--- src/hdl/pfsd_pkg.sv ---
// Shared types and constants for the paged frame buffer shape drawer.
package pfsd_pkg;

   localparam int DEF_SCREEN_WIDTH  = 128;
   localparam int DEF_SCREEN_HEIGHT = 128;

   typedef enum logic [2:0] {
      KIND_PIXEL = 3'd0,
      KIND_LINE  = 3'd1,
      KIND_RECT  = 3'd2,
      KIND_CIRC  = 3'd3,
      KIND_READ  = 3'd4,
      KIND_CLEAR = 3'd5,
      KIND_NOP6  = 3'd6,
      KIND_NOP7  = 3'd7
   } kind_type;

   typedef struct packed {
      logic load;
      logic clr_init;
      logic clr_write;
      logic rd_point;
      logic wr_point;
      logic rd_index;
      logic step;
      logic flag_err;
      logic latch_data;
      logic rsp_load;
   } cmd_type;

   typedef struct packed {
      kind_type kind;
      logic     zero_rect;
      logic     read_oob;
      logic     pt_en;
      logic     pt_on;
      logic     pt_last;
      logic     clr_last;
   } status_type;

endpackage

--- src/hdl/pfsd_ctrl.sv ---
// Command sequencer of the shape drawer.
module pfsd_ctrl
   import pfsd_pkg::*;
(
   input  logic       clock,
   input  logic       reset,
   input  logic       req_valid,
   output logic       req_ready,
   output logic       rsp_valid,
   input  logic       rsp_ready,
   input  status_type status,
   output cmd_type    cmd
);

   typedef enum logic [6:0] {
      S_CLEAR    = 7'b0000001,
      S_IDLE     = 7'b0000010,
      S_DISPATCH = 7'b0000100,
      S_POINT    = 7'b0001000,
      S_WRITE    = 7'b0010000,
      S_RDWAIT   = 7'b0100000,
      S_RESP     = 7'b1000000
   } state_type;

   state_type state_ff, state_in;
   logic      clear_rsp_ff, clear_rsp_in;
   logic      rsp_valid_ff, rsp_valid_in;
   logic      accept;

   assign req_ready = (state_ff == S_IDLE);
   assign accept    = req_valid && req_ready;
   assign rsp_valid = rsp_valid_ff;

   always_comb begin
      state_in     = state_ff;
      clear_rsp_in = clear_rsp_ff;
      cmd          = '0;
      unique case (state_ff)
         S_CLEAR: begin
            cmd.clr_write = 1'b1;
            if (status.clr_last) begin
               state_in = clear_rsp_ff ? S_RESP : S_IDLE;
            end
         end
         S_IDLE: begin
            if (accept) begin
               cmd.load = 1'b1;
               state_in = S_DISPATCH;
            end
         end
         S_DISPATCH: begin
            unique case (status.kind) inside
               KIND_PIXEL, KIND_LINE, KIND_CIRC: state_in = S_POINT;
               KIND_RECT: begin
                  if (status.zero_rect) begin
                     cmd.flag_err = 1'b1;
                     state_in     = S_RESP;
                  end else begin
                     state_in = S_POINT;
                  end
               end
               KIND_READ: begin
                  if (status.read_oob) begin
                     cmd.flag_err = 1'b1;
                     state_in     = S_RESP;
                  end else begin
                     cmd.rd_index = 1'b1;
                     state_in     = S_RDWAIT;
                  end
               end
               KIND_CLEAR: begin
                  cmd.clr_init = 1'b1;
                  clear_rsp_in = 1'b1;
                  state_in     = S_CLEAR;
               end
               default: state_in = S_RESP;
            endcase
         end
         S_POINT: begin
            if (status.pt_en && status.pt_on) begin
               cmd.rd_point = 1'b1;
               state_in     = S_WRITE;
            end else begin
               // Skipped interior of an outline, or a pixel off the screen.
               cmd.flag_err = status.pt_en;
               if (status.pt_last) begin
                  state_in = S_RESP;
               end else begin
                  cmd.step = 1'b1;
               end
            end
         end
         S_WRITE: begin
            cmd.wr_point = 1'b1;
            if (status.pt_last) begin
               state_in = S_RESP;
            end else begin
               cmd.step = 1'b1;
               state_in = S_POINT;
            end
         end
         S_RDWAIT: begin
            cmd.latch_data = 1'b1;
            state_in       = S_RESP;
         end
         S_RESP: begin
            if (!rsp_valid_ff || rsp_ready) begin
               cmd.rsp_load = 1'b1;
               clear_rsp_in = 1'b0;
               state_in     = S_IDLE;
            end
         end
         default: state_in = S_IDLE;
      endcase
   end

   always_comb begin
      rsp_valid_in = rsp_valid_ff;
      if (cmd.rsp_load) begin
         rsp_valid_in = 1'b1;
      end else if (rsp_ready) begin
         rsp_valid_in = 1'b0;
      end
   end

   always_ff @(posedge clock) begin
      if (reset) begin
         state_ff     <= S_CLEAR;
         clear_rsp_ff <= 1'b0;
         rsp_valid_ff <= 1'b0;
      end else begin
         state_ff     <= state_in;
         clear_rsp_ff <= clear_rsp_in;
         rsp_valid_ff <= rsp_valid_in;
      end
   end

   a_write_after_read: assert property (@(posedge clock) disable iff (reset)
      cmd.wr_point |-> $past(cmd.rd_point))
      else $error("point write without a preceding read");
   a_accept_dispatch: assert property (@(posedge clock) disable iff (reset)
      accept |=> state_ff == S_DISPATCH)
      else $error("accepted item not dispatched");
   a_rsp_slot_free: assert property (@(posedge clock) disable iff (reset)
      cmd.rsp_load |-> (!rsp_valid_ff || rsp_ready))
      else $error("result overwrites an untaken result");

endmodule

--- config.mk ---
export PLATFORM = sky130hd
export DESIGN_NAME = pfsd_ctrl
export DESIGN_NICKNAME = d
export VERILOG_FILES = /design/src/hdl/pfsd_pkg.sv /design/src/hdl/pfsd_ctrl.sv
export SDC_FILE = /design/constraint.sdc
export NUM_CORES = 1
export LEC_CHECK = 0
export ABC_AREA = 1
export BUFFER_PORTS_ARGS = -buffer_cell sky130_fd_sc_hd__buf_4
export CAP_MARGIN = 15
export CORE_MARGIN = 4
export CORE_UTILIZATION = 36
export DETAILED_ROUTE_END_ITERATION = 10
export PLACE_DENSITY = 0.66
export SLEW_MARGIN = 25
export SYNTH_ARGS = -nofsm -noshare
export SYNTH_HDL_FRONTEND = slang
export SYNTH_SLANG_ARGS = --single-unit
--- constraint.sdc ---
create_clock -name clock -period 1.5 [get_ports clock]
set_input_delay 0.15 -clock clock [delete_from_list [all_inputs] [get_ports clock]]
set_output_delay 0.15 -clock clock [all_outputs]
set_load 0.05 [all_outputs]
==> results of run 1 <==
==> layer usage <==
| metal | wire [µm] | vias up |
|---|---|---|
| met5 | 0 | - |
| met3 | 168 | 2 |
| li1 | - | 450 |
| met1 | 863 | 403 |
| met4 | 14 | 0 |
| met2 | 1130 | 22 |
==> cell type report <==
cell class              count  share of cell area, %
well taps                  27                   2.67
multi-input cells          84                   46.1
inverters                  25                   7.81
clock buffers               4                   2.08
repair buffers             36                   25.8
flip-flops and latches      9                   15.5
==> cells in the final DEF, fill, tap and decap left out <==
cell	n
sky130_fd_sc_hd__nand3_4	1
sky130_fd_sc_hd__dfxtp_1	2
sky130_fd_sc_hd__o21ai_0	1
sky130_fd_sc_hd__a21oi_1	1
sky130_fd_sc_hd__nand3_2	4
sky130_fd_sc_hd__inv_4	2
sky130_fd_sc_hd__nor3_1	3
sky130_fd_sc_hd__nand4_2	1
sky130_fd_sc_hd__inv_2	6
sky130_fd_sc_hd__dfxtp_2	4
sky130_fd_sc_hd__nand2_1	15
sky130_fd_sc_hd__buf_4	26
sky130_fd_sc_hd__dfxtp_4	3
sky130_fd_sc_hd__nor4_4	1
sky130_fd_sc_hd__a211oi_1	1
sky130_fd_sc_hd__clkinv_1	1
sky130_fd_sc_hd__inv_1	16
sky130_fd_sc_hd__clkbuf_1	1
sky130_fd_sc_hd__nand4_1	3
sky130_fd_sc_hd__nand2_8	1
sky130_fd_sc_hd__nand2_2	9
sky130_fd_sc_hd__buf_8	5
sky130_fd_sc_hd__buf_6	5
sky130_fd_sc_hd__clkbuf_4	3
sky130_fd_sc_hd__nand2_4	4
sky130_fd_sc_hd__nor2_4	12
sky130_fd_sc_hd__nor2_1	14
sky130_fd_sc_hd__nor3_4	1
sky130_fd_sc_hd__nand3_1	12
==> worst max-delay path by stage <==
stage,from,endpoint,slack [ns],cells after the start
final,state_ff[4]$_SDFFE_PP0P_,cmd[4],-0.05,4
after global routing,state_ff[1]$_SDFFE_PP0P_,cmd[2],-0.11,6
after CTS,state_ff[6]$_SDFFE_PP0P_,cmd[4],-0.06,4
after detailed placement,state_ff[2]$_SDFFE_PP0P_,cmd[9],0.14,6
after global placement,state_ff[6]$_SDFFE_PP0P_,cmd[4],0.15,4
after floorplan,state_ff[4]$_SDFFE_PP0P_,state_ff[5]$_SDFFE_PP0P_,-0.03,5
==> worst register-to-register path: stages (launching register included) <==
cell and delay, ns:
sky130_fd_sc_hd__dfxtp_4 0.37, sky130_fd_sc_hd__nor2_4 0.19, sky130_fd_sc_hd__nand2_4 0.11, sky130_fd_sc_hd__buf_4 0.15, sky130_fd_sc_hd__inv_2 0.03, sky130_fd_sc_hd__nand4_1 0.15
sky130_fd_sc_hd__nand2_2 0.14, sky130_fd_sc_hd__nor2_4 0.04, sky130_fd_sc_hd__nand3_1 0.06, sky130_fd_sc_hd__nand2_1 0.05, sky130_fd_sc_hd__inv_1 0.05
==> synthesized netlist by cell type, drive strengths merged <==
cell,instances,share of area [%]
a211oi,1,0.97
a21oi,1,0.64
buf,1,0.97
clkinv,1,0.48
dfxtp,9,23
inv,24,12
nand2,29,19
nand3,17,13
nand4,4,4.0
nor2,26,21
nor3,4,2.6
nor4,1,2.7
o21ai,1,0.64
==> kinds of logic (layout without fill, tap and decap cells) <==
group | after synthesis | in the layout | share of synthesized area, %
AOI/OAI and AO/OA | 3 | 3 | 2.25
DFF | 9 | 9 | 23.2
buffers and inverters | 26 | 65 | 13.0
and+or+nand+nor | 81 | 81 | 61.5
==> sequential cells by signal, summed over array words and instances, names as in the netlist <==
| signal | cells |
|---|---|
| rsp_valid | 1 |
| state_ff | 7 |
| clear_rsp_ff | 1 |
==> repair_timing <==
item,4_1_cts,5_1_grt
gates resized for setup,13,33
setup endpoints to repair,8,9
pin swaps,6,9
buffers inserted,5,6
==> through the flow <==
| step | instances | TNS [ns] | cell area [µm²] | power (mW) |
|---|---|---|---|---|
| 3_5_place_dp | 170 | 0 | 1010 | 0.455 |
| 4_1_cts | 179 | -0.136 | 1110 | 0.662 |
| 5_1_grt | 185 | -0.664 | 1270 | 0.740 |
| 6_report | 185 | -0.0843 | 1270 | 0.695 |
| 3_3_place_gp | 170 | 0 | 1010 | 0.452 |
| 2_1_floorplan | 119 | -0.0469 | 798 | 0.393 |
==> power breakdown <==
group,total [mW],switching (mW),internal [mW]
registers,0.260,0.0145,0.246
clock network,0.186,0.0835,0.102
logic,0.249,0.142,0.107
==> qor.tcl, run 1 <==
set qor(crit-reg2reg-capture) {state_ff[1]$_SDFFE_PP0P_}
set qor(globalplace.congestion) 0.877
set qor(root_buffer) {sky130_fd_sc_hd__clkbuf_4}
set qor(antenna_violations_before_repair) 0
set qor(route.vias.total) 877
set qor(slowest_stage) {sky130_fd_sc_hd__dfxtp_2}
set qor(min_from) {reset}
set qor(syn-instance-count) 119
set qor(worst-r2r-cell-count) 10
set qor(cts-buffers-inserted) 3
set qor(critPathArrivalTime_ns) 1.40
set qor(dr_wl_cell_um) 11.8
set qor(global_route.usage.total_pct) 15.8
set qor(register_area_um2) 196
set qor(hold_buffers) 0
set qor(timing_max_transition_violations_final) 0
set qor(final_hold_viol_count) 0
set qor(cap_violations) 0
set qor(finalCoreUtilization_pct) 63.2
set qor(rsz0062_at_grt) {yes}
set qor(maximum_clock_skew_at_final_layout_ns) 0.00838
set qor(synthToLayoutAreaGrowth_pct) 63.0
set qor(detailedRoute.firstPassIterationCount) 4
set qor(r2r-start) {state_ff[1]$_SDFFE_PP0P_}
set qor(post-route-drc-count) 0
set qor(synth_area_per_cell_um2) 6.53
set qor(setup-violations-final) 4
set qor(first_global_vias) 808
set qor(grt_start_max_net_pins) 8
set qor(mappedNetlistNets) 132
set qor(power_per_cell_area_mw_per_mm2) 549
set qor(quantity_of_i_o_buffers_inserted_on_ports) 24
set qor(initialDrtViolationCount) 7
set qor(cp_top_family) {simple AND/OR/NAND/NOR gates}
set qor(max_freq_mhz) 646
set qor(critical_path.startpoint_type) {flip-flop}
set qor(die-area_mm2) 0.00297
set qor(grt-busiest-layer) {met2}
set qor(mappedNetlistArea_um2) 777
set qor(n_antenna_cell) 0
set qor(synth_warnings) 0
set qor(whs_endpoint) {state_ff[6]$_SDFFE_PP0P_}
set qor(die_x_um) 54.5
set qor(tritoncts) {yes}
set qor(final.period_utilization_pct) 103
set qor(worstHoldPathCells) 2
set qor(grt_util_met3_pct) 4.90
set qor(pin_count) 25
set qor(placementRows) 16
set qor(core_area_mm2) 0.00200
set qor(multi_input_gate_area_um2) 584
set qor(groute.layer.met2.usage_pct) 26.3
set qor(post_layout_minimum_cycle_time_ns) 1.55
set qor(p_leak_nw) 0.616
set qor(clk-insertion-delay-late_ns) 0.26
set qor(violations) {negative setup slack}
set qor(setup_ws_ns) -0.0486
set qor(clkSlewWorstSetupHoldPaths_ns) 0.06
set qor(ant_nets) 0
set qor(route.detailed.vias_per_inst) 4.74
set qor(path_cells) {nor2_4, nand2_8, nor4_4, buf_6}
set qor(critical_path_peak_fanout) 4
set qor(timing.reg2reg.setup_slack_ns) 0.11
set qor(dp_worst_setup_slack_ns) 0.137
set qor(clk_path_buf_depth) 2
set qor(chipHeight_um) 54.5
set qor(grt_pass1_wl_um) 3300
set qor(timing_worst_slew_pin_value_ns) 0.286
set qor(hp-class) {input pin to flip-flop}
set qor(count_of_state_elements_after_synthesis) 9
set qor(crit_required_ns) 1.35
set qor(place_hpwl_um) 1610
set qor(slew_headroom_pct) 80.9
set qor(nets) 172
set qor(grtUsageMet1_pct) 18.6
set qor(status) {finished, violations left}
set qor(ctsHtreeMaxLevel) 1
set qor(start_util_pct) 38.8
set qor(worst_hold_slack_ns) 0.0984
set qor(cts.sink_count) 9
set qor(layout-drive-gt1-share_pct) 55.7
set qor(layout.filler_cells) 178
set qor(cp.buffers_inverters) 1
set qor(critical-path-max-stage-delay_ns) 0.35
set qor(timing_worst_setup_path_type) {flip-flop to output port}
set qor(grt.overflow.total) 0
set qor(cp-end-kind) {output port}
set qor(routed_wl_um) 2170
set qor(synth-seq-area-share_pct) 23.2
set qor(worst_ir_drop_vdd_uv) 388
set qor(synth.distinct_cells) 21
(Power assumes the default switching activity.)
==> inputs of run 2 (changes only) <==
--- a/config.mk
+++ b/config.mk
@@ -8,10 +8,13 @@
 export ABC_AREA = 1
 export BUFFER_PORTS_ARGS = -buffer_cell sky130_fd_sc_hd__buf_4
 export CAP_MARGIN = 15
+export CELL_PAD_IN_SITES_DETAIL_PLACEMENT = 1
+export CELL_PAD_IN_SITES_GLOBAL_PLACEMENT = 1
 export CORE_MARGIN = 4
-export CORE_UTILIZATION = 36
+export CORE_UTILIZATION = 33
 export DETAILED_ROUTE_END_ITERATION = 10
-export PLACE_DENSITY = 0.66
+export PLACE_DENSITY_LB_ADDON = 0.1
+export REMOVE_ABC_BUFFERS = 1
 export SLEW_MARGIN = 25
 export SYNTH_ARGS = -nofsm -noshare
 export SYNTH_HDL_FRONTEND = slang
==> qor.tcl, run 2 (synthesized netlist as in run 1, its figures left out) <==
set qor(mostFrequentLayoutCell) {sky130_fd_sc_hd__buf_4}
set qor(route.detailed.vias_per_inst) 4.92 ;# +3.8%
set qor(rsz0062_at_grt) {yes}
set qor(critical_path.startpoint_type) {flip-flop}
set qor(final_cell_mix) {37 x sky130_fd_sc_hd__buf_4, 17 x sky130_fd_sc_hd__nand2_1, 16 x sky130_fd_sc_hd__inv_1, 14 x sky130_fd_sc_hd__nor2_1, 11 x sky130_fd_sc_hd__nand3_1}
set qor(dp_worst_setup_slack_ns) 0.111 ;# -0.0267 ns
set qor(routed_wl_um) 3310 ;# +52%
set qor(crit_required_ns) 1.35 ;# about the same
set qor(grt.overflow.total) 0 ;# unchanged
set qor(post-route-drc-count) 0 ;# unchanged
set qor(clk-insertion-delay-late_ns) 0.27 ;# about the same
set qor(tritoncts) {yes}
set qor(first_global_vias) 1032 ;# +28%
set qor(cap_violations) 0 ;# unchanged
set qor(worst_ir_drop_vdd_uv) 421 ;# +8.4%
set qor(ant_nets) 0 ;# unchanged
set qor(r2r-start) {state_ff[4]$_SDFFE_PP0P_}
set qor(status) {finished, violations left}
set qor(final_cells) 201 ;# +8.6%
set qor(timing_worst_setup_path_type) {flip-flop to output port}
set qor(final_hold_viol_count) 0 ;# unchanged
set qor(antenna_violations_before_repair) 0 ;# unchanged
set qor(regMostFlops) {state_ff}
set qor(place_hpwl_um) 1890 ;# +17%
set qor(synthToLayoutAreaGrowth_pct) 80.8
set qor(worst_hold_slack_ns) 0.111 ;# +0.0129 ns
set qor(cts-buffers-inserted) 3 ;# unchanged
set qor(detailedRoute.firstPassIterationCount) 4 ;# unchanged
set qor(setup-violations-final) 8 ;# +4
set qor(start_util_pct) 34.8 ;# -4.0 points
set qor(largest_reg_flops) 7 ;# unchanged
set qor(pin_count) 25 ;# unchanged
set qor(max_freq_mhz) 622 ;# -3.7%
set qor(globalplace.congestion) 0.841 ;# -4.2%
set qor(chipHeight_um) 56.5 ;# +3.8%
set qor(cp-end-kind) {output port}
set qor(final_cell_area_mm2) 0.00141 ;# +11%
set qor(placed_cell_area_um2) 992 ;# -2.0%
set qor(finalCoreUtilization_pct) 62.9 ;# -0.34 points
set qor(initialDrtViolationCount) 15 ;# +8
set qor(cts.sink_count) 9 ;# unchanged
set qor(critPathArrivalTime_ns) 1.46 ;# +0.06 ns
set qor(place.detailed.instances) 171 ;# +0.59%
set qor(clkSlewWorstSetupHoldPaths_ns) 0.07 ;# about the same
set qor(route.vias.total) 989 ;# +13%
set qor(grt_pass1_wl_um) 4670 ;# +42%
set qor(critical_path_peak_fanout) 4 ;# unchanged
set qor(violations) {negative setup slack}
set qor(global_route.usage.total_pct) 19.0 ;# +3.2 points
set qor(n_antenna_cell) 0 ;# unchanged
set qor(power_per_cell_area_mw_per_mm2) 528 ;# -3.8%
set qor(clk_path_buf_depth) 2 ;# unchanged
set qor(quantity_of_i_o_buffers_inserted_on_ports) 24 ;# unchanged
set qor(worstSetupStartpoint) {state_ff[2]$_SDFFE_PP0P_}
set qor(min_from) {reset}
set qor(finalSetupTns_ns) -0.511 ;# -0.427 ns
set qor(root_buffer) {sky130_fd_sc_hd__clkbuf_4}
set qor(post_layout_minimum_cycle_time_ns) 1.61 ;# +0.0589 ns
set qor(placementRows) 17 ;# +1
set qor(setup_ws_ns) -0.108 ;# -0.0589 ns
set qor(timing_max_transition_violations_final) 0 ;# unchanged
set qor(core_area_mm2) 0.00223 ;# +12%
set qor(hold_buffers) 0 ;# unchanged
set qor(maximum_clock_skew_at_final_layout_ns) 0.00503 ;# -0.00335 ns
set qor(grt_start_max_net_pins) 8 ;# unchanged
set qor(power_mw) 0.742 ;# +6.7%
set qor(slew_headroom_pct) 80.5 ;# -0.40 points
set qor(ctsHtreeMaxLevel) 1 ;# unchanged
set qor(final.period_utilization_pct) 107 ;# +3.9 points
set qor(p_leak_nw) 0.691 ;# +12%
set qor(layout-drive-gt1-share_pct) 59.5 ;# +3.8 points
set qor(die-area_mm2) 0.00320 ;# +7.7%
set qor(hp-class) {input pin to flip-flop}
set qor(nets) 187 ;# +8.7%
set qor(timing_worst_slew_pin_value_ns) 0.290 ;# +0.00405 ns
set qor(dr_wl_cell_um) 16.4 ;# +40%
set qor(die_x_um) 56.5 ;# +3.8%
-- run 2: cell count changes in the layout (fill, tap and decap cells not counted), moves of 2 or more --
cell / before / now
sky130_fd_sc_hd__buf_6: 5 / 8
sky130_fd_sc_hd__nor2_2: 0 / 2
sky130_fd_sc_hd__nand2_1: 15 / 17
sky130_fd_sc_hd__nor2_4: 12 / 10
sky130_fd_sc_hd__buf_4: 26 / 37
sky130_fd_sc_hd__dfxtp_4: 3 / 6
sky130_fd_sc_hd__dfxtp_2: 4 / 1
-- run 2: area by class of cell --
class	instances	area [µm²]
fill	278	828
timing repair buffer	51	458
inverter	25	98.8
multi-input combinational	84	583
sequential	9	204
tap	28	35.0
clock buffer	4	26.3
-- run 2: report_power, final --
group	total, mW	leakage (nW)	switching, mW	internal [mW]
Clock	0.201	0.0150	0.0983	0.103
Sequential	0.259	0.0777	0.0169	0.242
Combinational	0.282	0.599	0.157	0.125
-- run 2: repair_timing --
| item | in CTS | in global routing |
|---|---|---|
| endpoints found under the hold margin | 0 | 0 |
| pin swaps | 12 | 17 |
| buffers inserted | 12 | 14 |
| cloned | 0 | 0 |
| resized for setup | 29 | 31 |
| setup endpoints to repair | 8 | 14 |
-- run 2: path summary, 6_finish.rpt --
path,slack (ns),depth (start not counted),endpoint
worst max-delay path,-0.11,6,cmd[9]
worst min-delay path,0.11,2,state_ff[6]$_SDFFE_PP0P_
worst max register to register,-0.10,12,state_ff[6]$_SDFFE_PP0P_
worst min register to register,0.50,2,clear_rsp_ff$_SDFFE_PP0P_
-- run 2: worst max-delay path, stage by stage (launching register included) --
cell and delay, ns:
sky130_fd_sc_hd__dfxtp_4 0.36, sky130_fd_sc_hd__nor2_4 0.20, sky130_fd_sc_hd__nand3_2 0.13, sky130_fd_sc_hd__nor2_4 0.15, sky130_fd_sc_hd__inv_2 0.05, sky130_fd_sc_hd__nor2_2 0.12
sky130_fd_sc_hd__buf_6 0.18
-- run 2: layer usage --
| layer | global-route usage, % | routed length, µm | share of wire, % | vias up |
|---|---|---|---|---|
| met1 | 21.2 | 1370 | 42 | 466 |
| li1 | - | - | - | 480 |
| met4 | 8.47 | 55 | 1.7 | 0 |
| met3 | 3.91 | 213 | 6.4 | 6 |
| met5 | 0 | 0 | 0 | - |
| met2 | 34.2 | 1660 | 50 | 37 |
